**src/rtl/prm_pkg.sv**
```systemverilog
// Package for the windowed pulse rate meter: widths, ring depth, codes,
// the ring entry and divider request types, and ring position helpers.
// No dependencies.
package prm_pkg;

  localparam int RING_DEPTH = 6;
  localparam int POS_W      = $clog2(RING_DEPTH);

  localparam int OP_W      = 2;
  localparam int COUNT_W   = 16;
  localparam int TIME_W    = 32;
  localparam int PERIOD_W  = 16;
  localparam int RATE_W    = 36;
  localparam int NUM_RATES = 4;
  localparam int SCALE_W   = 20;
  localparam int ENTRY_W   = COUNT_W + TIME_W;

  localparam logic [PERIOD_W-1:0] PERIOD_RESET = 16'd1000;
  // milli-pulses per second from pulses per millisecond
  localparam logic [SCALE_W-1:0]  MILLI_SCALE  = 20'd1000000;

  localparam int DIV_STEPS = RATE_W;
  localparam int DIV_CNT_W = $clog2(DIV_STEPS);

  typedef logic [POS_W-1:0] pos_t;

  typedef enum logic [OP_W-1:0] {
    OP_PULSE   = 2'd0,
    OP_SAMPLE  = 2'd1,
    OP_RESTART = 2'd2
  } op_t;

  typedef enum logic [1:0] {
    RATE_INSTANT    = 2'd0,
    RATE_ONE        = 2'd1,
    RATE_FIVE       = 2'd2,
    RATE_TWENTYFIVE = 2'd3
  } rate_t;

  typedef enum logic [2:0] {
    S_IDLE,
    S_LOOK,
    S_SNAP,
    S_RD_NEW,
    S_RD_OLD,
    S_PREP,
    S_DIV_WAIT,
    S_DONE
  } state_t;

  typedef struct packed {
    logic [COUNT_W-1:0] count;
    logic [TIME_W-1:0]  stamp;
  } entry_t;

  typedef struct packed {
    logic               start;
    logic [RATE_W-1:0]  dividend;
    logic [TIME_W-1:0]  divisor;
  } div_req_t;

  function automatic pos_t next_pos(input pos_t p);
    if (p == pos_t'(RING_DEPTH - 1)) begin
      return '0;
    end
    return p + 1'b1;
  endfunction

  function automatic pos_t prev_pos(input pos_t p);
    if (p == '0) begin
      return pos_t'(RING_DEPTH - 1);
    end
    return p - 1'b1;
  endfunction

endpackage

```
**src/rtl/prm_if.sv**
```systemverilog
// Channel interfaces of the pulse rate meter: the item channel and the
// result channel, each with valid/ready and its payload. Depends on prm_pkg.
interface prm_in_if import prm_pkg::*; ();
  logic                valid;
  logic                ready;
  logic [OP_W-1:0]     opcode;
  logic [TIME_W-1:0]   time_ms;

  modport source (output valid, output opcode, output time_ms, input ready);
  modport sink   (input valid, input opcode, input time_ms, output ready);
endinterface

interface prm_out_if import prm_pkg::*; ();
  logic                 valid;
  logic                 ready;
  logic [COUNT_W-1:0]   pulse_count;
  logic [RATE_W-1:0]    instant_rate;
  logic [RATE_W-1:0]    one_period_rate;
  logic [RATE_W-1:0]    five_period_rate;
  logic [RATE_W-1:0]    twentyfive_period_rate;
  logic [NUM_RATES-1:0] rates_valid;

  modport source (output valid, output pulse_count, output instant_rate,
                  output one_period_rate, output five_period_rate,
                  output twentyfive_period_rate, output rates_valid,
                  input ready);
  modport sink   (input valid, input pulse_count, input instant_rate,
                  input one_period_rate, input five_period_rate,
                  input twentyfive_period_rate, input rates_valid,
                  output ready);
endinterface

```
**src/rtl/pulse_rate_meter_windowed.sv**
```systemverilog
// Top level of the windowed pulse rate meter: sequencer, snapshot rings and
// rate cache. Depends on prm_pkg, prm_if, prm_ram and prm_div.
//
//   port     dir   width        role
//   item     in    2 + 32       opcode, time_ms (valid/ready)
//   result   out   16+4*36+4    count, four rates, rates_valid (valid/ready)
//   cfg_*    in    1 + 16       period_ms write, taken on cfg_we
//
// Pulse items and the unused opcode offer their result the cycle after they are taken.
// A sample item passes the ring look-up states S_LOOK and S_SNAP; then the instant
// rate takes the set-up state S_PREP and each ring rate S_RD_NEW, S_RD_OLD and S_PREP,
// each followed by a run of the one-bit-per-cycle divider (a zero interval skips the
// divider), and the closing state S_DONE. A restart item skips the look-up states.
// Reset is synchronous; it restores period_ms to 1000 and clears counts, rings and rates.
// A result waits in the output register; no item is taken until it leaves.
module pulse_rate_meter_windowed import prm_pkg::*; (
  input  logic                clk,
  input  logic                rst,
  input  logic                cfg_we,
  input  logic [PERIOD_W-1:0] cfg_wdata,
  prm_in_if.sink              item,
  prm_out_if.source           result
);

  logic [PERIOD_W-1:0]  period;
  logic [COUNT_W-1:0]   live_count;
  logic [COUNT_W-1:0]   sample_count;
  logic [COUNT_W-1:0]   previous_count;
  logic [TIME_W-1:0]    sample_time;
  logic [TIME_W-1:0]    previous_time;
  logic [TIME_W-1:0]    fill_time;
  pos_t                 fine_pos;
  pos_t                 coarse_pos;
  logic [RING_DEPTH-1:0] fine_valid;
  logic [RING_DEPTH-1:0] coarse_valid;
  logic                 fine_rd_ok;
  logic                 coarse_rd_ok;

  state_t               state;
  state_t               state_next;
  rate_t                rate_idx;

  pos_t                 fine_raddr;
  pos_t                 coarse_raddr;
  pos_t                 fine_waddr;
  pos_t                 coarse_waddr;
  logic                 fine_we;
  logic                 coarse_we;
  entry_t               snap_entry;
  entry_t               fine_rdata;
  entry_t               coarse_rdata;
  entry_t               fine_q;
  entry_t               coarse_q;
  entry_t               ram_q;
  entry_t               new_entry;
  entry_t               op_new;
  entry_t               op_old;

  logic [TIME_W-1:0]    fine_elapsed;
  logic [TIME_W-1:0]    coarse_elapsed;
  logic [PERIOD_W+2:0]  coarse_limit;
  logic                 fine_due;
  logic                 coarse_due;

  logic [COUNT_W-1:0]   dc;
  logic [TIME_W-1:0]    dt;
  logic                 dt_zero;
  logic [COUNT_W+SCALE_W-1:0] product;
  div_req_t             div_req;
  logic                 div_done;
  logic [RATE_W-1:0]    div_quo;

  logic [RATE_W-1:0]    rate_q [NUM_RATES];
  logic [NUM_RATES-1:0] rate_ok;
  logic                 out_valid;
  logic                 item_fire;
  logic                 result_fire;
  logic                 last_rate;
  op_t                  item_op;

  assign item_op     = op_t'(item.opcode);
  assign item_fire   = item.valid && item.ready;
  assign result_fire = out_valid && result.ready;
  assign last_rate   = (rate_idx == RATE_TWENTYFIVE);

  // ring entries never written since restart read back as a zero count at the restart time
  always_comb begin
    fine_q   = fine_rdata;
    coarse_q = coarse_rdata;
    if (!fine_rd_ok) begin
      fine_q.count = '0;
      fine_q.stamp = fill_time;
    end
    if (!coarse_rd_ok) begin
      coarse_q.count = '0;
      coarse_q.stamp = fill_time;
    end
  end

  assign ram_q = last_rate ? coarse_q : fine_q;

  assign snap_entry.count = sample_count;
  assign snap_entry.stamp = sample_time;
  assign fine_waddr       = next_pos(fine_pos);
  assign coarse_waddr     = next_pos(coarse_pos);

  assign fine_elapsed   = sample_time - fine_q.stamp;
  assign coarse_elapsed = sample_time - coarse_q.stamp;
  assign coarse_limit   = (PERIOD_W+3)'({period, 2'b00}) + (PERIOD_W+3)'(period);
  assign fine_due       = fine_elapsed > TIME_W'(period);
  assign coarse_due     = coarse_elapsed > TIME_W'(coarse_limit);

  // operands of the current rate
  always_comb begin
    if (rate_idx == RATE_INSTANT) begin
      op_new.count = sample_count;
      op_new.stamp = sample_time;
      op_old.count = previous_count;
      op_old.stamp = previous_time;
    end else begin
      op_new = new_entry;
      op_old = ram_q;
    end
  end

  assign dc      = op_new.count - op_old.count;
  assign dt      = op_new.stamp - op_old.stamp;
  assign dt_zero = (dt == '0);
  assign product = (COUNT_W+SCALE_W)'(dc) * (COUNT_W+SCALE_W)'(MILLI_SCALE);

  prm_ram #(.WIDTH(ENTRY_W), .DEPTH(RING_DEPTH)) u_fine_ram (
    .clk   (clk),
    .we    (fine_we),
    .waddr (fine_waddr),
    .wdata (snap_entry),
    .raddr (fine_raddr),
    .rdata (fine_rdata)
  );

  prm_ram #(.WIDTH(ENTRY_W), .DEPTH(RING_DEPTH)) u_coarse_ram (
    .clk   (clk),
    .we    (coarse_we),
    .waddr (coarse_waddr),
    .wdata (snap_entry),
    .raddr (coarse_raddr),
    .rdata (coarse_rdata)
  );

  prm_div u_div (
    .clk      (clk),
    .rst      (rst),
    .req      (div_req),
    .done     (div_done),
    .quotient (div_quo)
  );

  // next state
  always_comb begin
    state_next = state;
    case (state)
      S_IDLE: begin
        if (item_fire) begin
          case (item_op)
            OP_SAMPLE:  state_next = S_LOOK;
            OP_RESTART: state_next = S_PREP;
            default:    state_next = S_IDLE;
          endcase
        end
      end
      S_LOOK:   state_next = S_SNAP;
      S_SNAP:   state_next = S_PREP;
      S_RD_NEW: state_next = S_RD_OLD;
      S_RD_OLD: state_next = S_PREP;
      S_PREP: begin
        if (!dt_zero) begin
          state_next = S_DIV_WAIT;
        end else begin
          state_next = last_rate ? S_DONE : S_RD_NEW;
        end
      end
      S_DIV_WAIT: begin
        if (div_done) begin
          state_next = last_rate ? S_DONE : S_RD_NEW;
        end
      end
      S_DONE:  state_next = S_IDLE;
      default: state_next = S_IDLE;
    endcase
  end

  // outputs of the sequencer
  always_comb begin
    fine_raddr       = fine_pos;
    coarse_raddr     = coarse_pos;
    fine_we          = 1'b0;
    coarse_we        = 1'b0;
    div_req.start    = 1'b0;
    div_req.dividend = RATE_W'(product);
    div_req.divisor  = dt;
    item.ready       = 1'b0;
    case (state)
      S_IDLE: item.ready = !rst && (!out_valid || result.ready);
      S_SNAP: begin
        fine_we   = fine_due;
        coarse_we = coarse_due;
      end
      S_RD_OLD: begin
        fine_raddr   = (rate_idx == RATE_ONE) ? prev_pos(fine_pos) : next_pos(fine_pos);
        coarse_raddr = next_pos(coarse_pos);
      end
      S_PREP:  div_req.start = !dt_zero;
      default: ;
    endcase
  end

  always_ff @(posedge clk) begin
    if (rst) begin
      period <= PERIOD_RESET;
    end else if (cfg_we) begin
      period <= cfg_wdata;
    end
  end

  always_ff @(posedge clk) begin
    if (rst) begin
      state          <= S_IDLE;
      rate_idx       <= RATE_INSTANT;
      live_count     <= '0;
      sample_count   <= '0;
      previous_count <= '0;
      sample_time    <= '0;
      previous_time  <= '0;
      fill_time      <= '0;
      fine_pos       <= '0;
      coarse_pos     <= '0;
      fine_valid     <= '0;
      coarse_valid   <= '0;
      fine_rd_ok     <= 1'b0;
      coarse_rd_ok   <= 1'b0;
      rate_ok        <= '0;
      out_valid      <= 1'b0;
      for (int i = 0; i < NUM_RATES; i++) begin
        rate_q[i] <= '0;
      end
    end else begin
      state        <= state_next;
      fine_rd_ok   <= fine_valid[fine_raddr];
      coarse_rd_ok <= coarse_valid[coarse_raddr];
      if (result_fire && !item_fire) begin
        out_valid <= 1'b0;
      end
      if (item_fire) begin
        case (item_op)
          OP_PULSE: begin
            live_count <= live_count + 1'b1;
            out_valid  <= 1'b1;
          end
          OP_SAMPLE: begin
            previous_count <= sample_count;
            previous_time  <= sample_time;
            sample_count   <= live_count;
            sample_time    <= item.time_ms;
            rate_idx       <= RATE_INSTANT;
            out_valid      <= 1'b0;
          end
          OP_RESTART: begin
            live_count   <= '0;
            sample_count <= '0;
            sample_time  <= item.time_ms;
            fill_time    <= item.time_ms;
            fine_pos     <= '0;
            coarse_pos   <= '0;
            fine_valid   <= '0;
            coarse_valid <= '0;
            rate_idx     <= RATE_INSTANT;
            out_valid    <= 1'b0;
          end
          default: out_valid <= 1'b1;
        endcase
      end
      case (state)
        S_SNAP: begin
          if (fine_due) begin
            fine_pos               <= fine_waddr;
            fine_valid[fine_waddr] <= 1'b1;
          end
          if (coarse_due) begin
            coarse_pos                 <= coarse_waddr;
            coarse_valid[coarse_waddr] <= 1'b1;
          end
        end
        S_PREP: begin
          if (dt_zero) begin
            rate_q[rate_idx]  <= '0;
            rate_ok[rate_idx] <= 1'b0;
            rate_idx          <= rate_t'(rate_idx + 2'd1);
          end
        end
        S_DIV_WAIT: begin
          if (div_done) begin
            rate_q[rate_idx]  <= div_quo;
            rate_ok[rate_idx] <= 1'b1;
            rate_idx          <= rate_t'(rate_idx + 2'd1);
          end
        end
        S_DONE:  out_valid <= 1'b1;
        default: ;
      endcase
    end
  end

  // hold the newest ring entry while the older one is read
  always_ff @(posedge clk) begin
    if (state == S_RD_OLD) begin
      new_entry <= ram_q;
    end
  end

  assign result.valid                  = out_valid;
  assign result.pulse_count            = live_count;
  assign result.instant_rate           = rate_q[RATE_INSTANT];
  assign result.one_period_rate        = rate_q[RATE_ONE];
  assign result.five_period_rate       = rate_q[RATE_FIVE];
  assign result.twentyfive_period_rate = rate_q[RATE_TWENTYFIVE];
  assign result.rates_valid            = rate_ok;

  a_done_reg_free: assert property (@(posedge clk) disable iff (rst)
    state == S_DONE |-> !out_valid)
    else $error("result register still occupied when a computation ends");

  a_div_done_expected: assert property (@(posedge clk) disable iff (rst)
    div_done |-> state == S_DIV_WAIT)
    else $error("divider finished while the sequencer was not waiting");

  a_invalid_rate_zero: assert property (@(posedge clk) disable iff (rst)
    out_valid |-> ((rate_ok[0] || rate_q[0] == '0) && (rate_ok[1] || rate_q[1] == '0) &&
                   (rate_ok[2] || rate_q[2] == '0) && (rate_ok[3] || rate_q[3] == '0)))
    else $error("rate flagged invalid but not zero");

endmodule

```
**src/rtl/prm_ram.sv**
```systemverilog
// Generic single-write, single-read RAM with registered read data.
// No dependencies.
module prm_ram #(
  parameter int WIDTH = 8,
  parameter int DEPTH = 16
) (
  input  logic                                    clk,
  input  logic                                    we,
  input  logic [((DEPTH > 1) ? $clog2(DEPTH) : 1)-1:0] waddr,
  input  logic [WIDTH-1:0]                        wdata,
  input  logic [((DEPTH > 1) ? $clog2(DEPTH) : 1)-1:0] raddr,
  output logic [WIDTH-1:0]                        rdata
);

  logic [WIDTH-1:0] mem [DEPTH];

  always_ff @(posedge clk) begin
    if (we) begin
      mem[waddr] <= wdata;
    end
    rdata <= mem[raddr];
  end

endmodule

```
**src/rtl/prm_div.sv**
```systemverilog
// Restoring divider, one quotient bit per cycle, shared by all four rates.
// Depends on prm_pkg.
module prm_div import prm_pkg::*; (
  input  logic              clk,
  input  logic              rst,
  input  div_req_t          req,
  output logic              done,
  output logic [RATE_W-1:0] quotient
);

  logic                 active;
  logic [DIV_CNT_W-1:0] cnt;
  logic [RATE_W-1:0]    quo;
  logic [TIME_W-1:0]    rem;
  logic [TIME_W-1:0]    dvs;
  logic [TIME_W:0]      trial;
  logic                 fits;

  assign trial    = {rem, quo[RATE_W-1]};
  assign fits     = trial >= {1'b0, dvs};
  assign quotient = quo;

  always_ff @(posedge clk) begin
    if (rst) begin
      active <= 1'b0;
      done   <= 1'b0;
      cnt    <= '0;
    end else begin
      done <= 1'b0;
      if (req.start) begin
        active <= 1'b1;
        cnt    <= DIV_CNT_W'(DIV_STEPS - 1);
      end else if (active) begin
        if (cnt == '0) begin
          active <= 1'b0;
          done   <= 1'b1;
        end else begin
          cnt <= cnt - 1'b1;
        end
      end
    end
  end

  // shift the dividend out as the quotient bits shift in
  always_ff @(posedge clk) begin
    if (req.start) begin
      quo <= req.dividend;
      rem <= '0;
      dvs <= req.divisor;
    end else if (active) begin
      quo <= {quo[RATE_W-2:0], fits};
      rem <= fits ? TIME_W'(trial - {1'b0, dvs}) : trial[TIME_W-1:0];
    end
  end

endmodule
```
**src/flat_wrapper.sv**
```systemverilog
// flat-port wrapper written by rule: the top's interface ports become plain ports
module pulse_rate_meter_windowed_flat import prm_pkg::*;
  (clk, rst, cfg_we, cfg_wdata, item_valid, item_opcode, item_time_ms, item_ready, result_valid, result_pulse_count, result_instant_rate, result_one_period_rate, result_five_period_rate, result_twentyfive_period_rate, result_rates_valid, result_ready);
  prm_in_if item_i ();
  prm_out_if result_i ();
  input  logic clk;
  input  logic rst;
  input  logic cfg_we;
  input  logic [PERIOD_W-1:0] cfg_wdata;
  input wire logic [$bits(item_i.valid)-1:0] item_valid;
  input wire logic [$bits(item_i.opcode)-1:0] item_opcode;
  input wire logic [$bits(item_i.time_ms)-1:0] item_time_ms;
  output wire logic [$bits(item_i.ready)-1:0] item_ready;
  output wire logic [$bits(result_i.valid)-1:0] result_valid;
  output wire logic [$bits(result_i.pulse_count)-1:0] result_pulse_count;
  output wire logic [$bits(result_i.instant_rate)-1:0] result_instant_rate;
  output wire logic [$bits(result_i.one_period_rate)-1:0] result_one_period_rate;
  output wire logic [$bits(result_i.five_period_rate)-1:0] result_five_period_rate;
  output wire logic [$bits(result_i.twentyfive_period_rate)-1:0] result_twentyfive_period_rate;
  output wire logic [$bits(result_i.rates_valid)-1:0] result_rates_valid;
  input wire logic [$bits(result_i.ready)-1:0] result_ready;
  assign item_i.valid = item_valid;
  assign item_i.opcode = item_opcode;
  assign item_i.time_ms = item_time_ms;
  assign item_ready = item_i.ready;
  assign result_valid = result_i.valid;
  assign result_pulse_count = result_i.pulse_count;
  assign result_instant_rate = result_i.instant_rate;
  assign result_one_period_rate = result_i.one_period_rate;
  assign result_five_period_rate = result_i.five_period_rate;
  assign result_twentyfive_period_rate = result_i.twentyfive_period_rate;
  assign result_rates_valid = result_i.rates_valid;
  assign result_i.ready = result_ready;
  pulse_rate_meter_windowed u_core (.clk(clk), .rst(rst), .cfg_we(cfg_we), .cfg_wdata(cfg_wdata), .item(item_i), .result(result_i));
endmodule
```
**config.mk**
```make
export PLATFORM = sky130hd
export DESIGN_NAME = pulse_rate_meter_windowed_flat
export DESIGN_NICKNAME = d
export VERILOG_FILES = /design/src/rtl/prm_pkg.sv /design/src/rtl/prm_if.sv /design/src/rtl/pulse_rate_meter_windowed.sv /design/src/rtl/prm_ram.sv /design/src/rtl/prm_div.sv /design/src/flat_wrapper.sv
export SDC_FILE = /design/constraint.sdc
export NUM_CORES = 2
export LEC_CHECK = 0
export BUFFER_PORTS_ARGS = -buffer_cell sky130_fd_sc_hd__buf_2
export CAP_MARGIN = 20
export CORE_ASPECT_RATIO = 0.75
export CORE_MARGIN = 3
export CORE_UTILIZATION = 50
export CTS_BUF_LIST = sky130_fd_sc_hd__clkbuf_16
export DETAILED_ROUTE_END_ITERATION = 8
export GPL_TIMING_DRIVEN = 0
export PLACE_DENSITY = 0.7
export SYNTH_ARGS = -nofsm -noshare
export SYNTH_HDL_FRONTEND = slang
export SYNTH_HIERARCHICAL = 1
export SYNTH_SLANG_ARGS = --single-unit
```
**constraint.sdc**
```tcl
create_clock -name clk -period 10.24 [get_ports clk]
set_input_delay 1.024 -clock clk [delete_from_list [all_inputs] [get_ports clk]]
set_output_delay 1.024 -clock clk [all_outputs]
set_load 0.01 [all_outputs]
```
==> run_results.csv <==
group,metric,value,unit
worst_setup_path,crit_buf_inv,3,
clocking,cts.clk_slew.worst_paths,0.06,ns
sta,setup_slack,0.494,ns
sta,final-max-slew-violation-count,0,
worst_setup_path,startpoint_type,"flip-flop",
global_routing,grt-ovfl-total,0,
clocking,clk_path_buf_depth,3,
placement,io_buffers,219,
final_layout,fin_cells,6921,
sta,fin_crit,9.75,ns
logic_synthesis,synth_area_per_cell,11.8,sq um
worst_setup_path,critPathTopFamily,"compound AO/OA/AOI/OAI gates",
floorplan,coreArea,114000,sq um
clocking,clk_latency,0.77,ns
sta,clock.fmax,103,MHz
power_and_ir_drop,peakVddDrop,0.00105,V
sta,worst_pin_slew,1.17,ns
floorplan,ios,221,
sta,post-route-period-util,95.2,%
logic_synthesis,synthCells,4917,
clocking,cts_buffers,110,
worst_setup_path,required,10.85,ns
hold_path,min_from,"u_core/previous_time[25]",
power_and_ir_drop,power.leakage,26.1,nW
final_layout,flow.area_growth_from_synthesis,13.1,%
clocking,cts_num_sinks,1162,
floorplan,initial_core_util,50.7,%
global_routing,grt_start_max_net_pins,38,
sta,setup_viol,0,
logic_synthesis,ys_warn_count,6,
detailed_routing,initialDrtViolationCount,4615,
detailed_routing,first_pass_iters,8,
logic_synthesis,synth_seq_cells,1162,
placement,dp_slack,-1.09,ns
sta,fin_setup_tns,0,ns
floorplan,die-area,120000,sq um
worst_setup_path,startpoint,"u_core/rate_idx[1]",
floorplan,die_h,301,um
worst_setup_path,arrival,10.36,ns
sta,max_slew_margin,21.3,%
clocking,cts_root_buffer,"clkbuf_16",
sta,rsz0062_at_grt,"no",
placement,dpl.hpwl,123000,um
final_layout,fin_area,65500,sq um
detailed_routing,drt-vias-per-instance,5.98,
job,maxCapViolCount,0,
logic_synthesis,yosysSeqAreaShare,54.6,%
placement,post_dp_cell_area,61700,sq um
logic_synthesis,ys_types,107,
final_layout,final_common_cell,"edfxtp_1",
floorplan,die_w,399,um
final_layout,final_nets,5706,
worst_setup_path,crit_path_max_fanout,10,
worst_setup_path,crit_slowest_cell,"fa_1",
worst_setup_path,endpoint_kind,"flip-flop",
worst_setup_path,critPathMaxStageDelay,0.59,ns
sta,holdWs,0.455,ns
sta,hold_viol,0,
worst_setup_path,r2r-start,"u_core/rate_idx[1]",
global_routing,grt_pass1_wl,245000,um
final_layout,final_cell_mix,"836 x edfxtp_1, 450 x nand2_1, 403 x a21oi_1",
final_layout,nFillCells,9191,
sta,finClkSkew,0.0618,ns
logic_synthesis,synth_top_area_share,43.4,%
clocking,htreeDepth,3,
hold_path,hold_class,"reg -> reg",
global_routing,grtUsageTotal,27.2,%
logic_synthesis,synth.top_cells.by_area,"edfxtp_1 43%, dfxtp_1 11%, mux2i_1 6.8%",
clocking,cts_tree,"built",
detailed_routing,drc,0,
final_layout,area.sequential,31600,sq um
outcome,outcome,"finished, final reports clean",
global_routing,first_global_vias,38700,
worst_setup_path,critPathMostFrequentCell,"ha_1",
floorplan,rows,107,
detailed_routing,num_vias,41400,
power_and_ir_drop,power_per_cell_area,359,nW/um^2
worst_setup_path,path_class,"reg -> reg",
placement,gp_congestion,0.964,
final_layout,multiInputGateArea,24500,sq um
logic_synthesis,netlist_area,57900,sq um
logic_synthesis,yosysTopAreaCell,"edfxtp_1",
clocking,cts-hold-fix-buffers,0,
final_layout,drive_gt1_share,13.8,%
logic_synthesis,async_flop_share,0,%
detailed_routing,ant_nets,0,
detailed_routing,wl,166000,um
global_routing,antenna_found_initial,8,
logic_synthesis,synth_edf_count,836,
placement,dp_cells,6710,
detailed_routing,wl_per_cell,24.0,um
logic_synthesis,synth-main-ff-cell,"edfxtp_1",
-- kinds of logic after synthesis --
family / Yosys count / share of synthesized area, %
AO/OA/AOI/OAI: 1040 / 12.1
XOR/XNOR: 182 / 2.75
adder cells (fa/ha/maj): 358 / 8.35
buffers and inverters: 457 / 3.49
flip-flops: 1162 / 54.6
multiplexers: 513 / 9.16
other: 1 / 0.00648
AND/OR/NAND/NOR: 1204 / 9.56
-- per-stage QoR --
step           util (%)  total power [W]
2_1_floorplan         -           0.0158
3_3_place_gp       53.4           0.0188
3_5_place_dp       54.0           0.0190
4_1_cts            57.2           0.0233
5_1_grt            57.4           0.0256
6_report           57.4           0.0235
-- synthesized netlist by cell type, types with 49 or more instances --
cell type,count
nand2_1,450
nor2_1,343
ha_1,303
xnor2_1,110
a21oi_1,405
a22o_1,115
and3_1,62
o21ai_0,107
inv_1,216
mux2_2,115
clkbuf_1,147
xor2_1,72
a21o_1,61
dfxtp_1,326
fa_1,49
mux2i_1,396
edfxtp_1,836
nand3_1,91
-- registers in the layout, indices dropped and copies added, names as in the netlist, 2 cells and up, named ones only --
register,cells
u_core/u_coarse_ram/mem,288
u_core/u_fine_ram/mem,288
u_core/rate_q,144
u_core/new_entry,48
u_core/u_coarse_ram/rdata,48
u_core/u_fine_ram/rdata,48
u_core/u_div/quotient,36
u_core/fill_time,32
u_core/previous_time,32
u_core/sample_time,32
u_core/u_div/dvs,32
u_core/u_div/rem,32
u_core/period,16
u_core/previous_count,16
u_core/result.pulse_count,16
u_core/sample_count,16
u_core/coarse_valid,6
u_core/fine_valid,6
u_core/u_div/cnt,6
u_core/coarse_pos,3
u_core/fine_pos,3
u_core/state,3
u_core/rate_idx,2
-- timing repair --
item	4_1_cts	5_1_grt
pin swaps	0	0
resized for setup	13	26
hold endpoints to repair	0	0
endpoints found under the setup margin	10	6
setup buffers	1	0
-- area by class of cell --
class | instances | area share (%)
flip-flops and latches | 1162 | 48.3
multi-input cells | 3303 | 37.4
clock buffers | 112 | 4.28
well taps | 1526 | 2.91
repair buffers | 266 | 2.75
plain buffers | 236 | 1.84
inverters | 220 | 1.26
clock inverters | 94 | 1.23
diodes | 2 | 0.00764
-- metal layers --
metal	global-route usage, %	wire length [um]	vias up
met5	0	0	-
met2	38.9	70400	1828
li1	-	-	18800
met1	41.9	75200	20500
met3	5.19	16200	225
met4	7.55	4430	0
-- worst reg2reg max path: cells and delay by family, from the launching register on --
family / cells / cell delay, ns
and+or+nand+nor: 2 / 0.35
AOI/OAI and AO/OA: 15 / 3.60
DFF: 1 / 0.38
xor gates and xnor gates: 3 / 0.92
buffers and inverters: 3 / 0.96
muxes: 2 / 0.33
adders and majority gates: 8 / 3.09
-- final timing paths --
path	to	slack [ns]	cells past startpoint
max	u_core/u_div/quotient[35]	0.49	33
min	u_core/previous_time[25]	0.46	2
max reg2reg	u_core/u_div/quotient[35]	0.49	33
min reg2reg	u_core/previous_time[25]	0.46	2
-- report_power, final --
group          internal [W]  switching [W]  total [W]
Clock               0.00225        0.00182    0.00407
Sequential          0.00560       0.000343    0.00594
Combinational       0.00586        0.00765     0.0135
(Power assumes the default switching activity.)
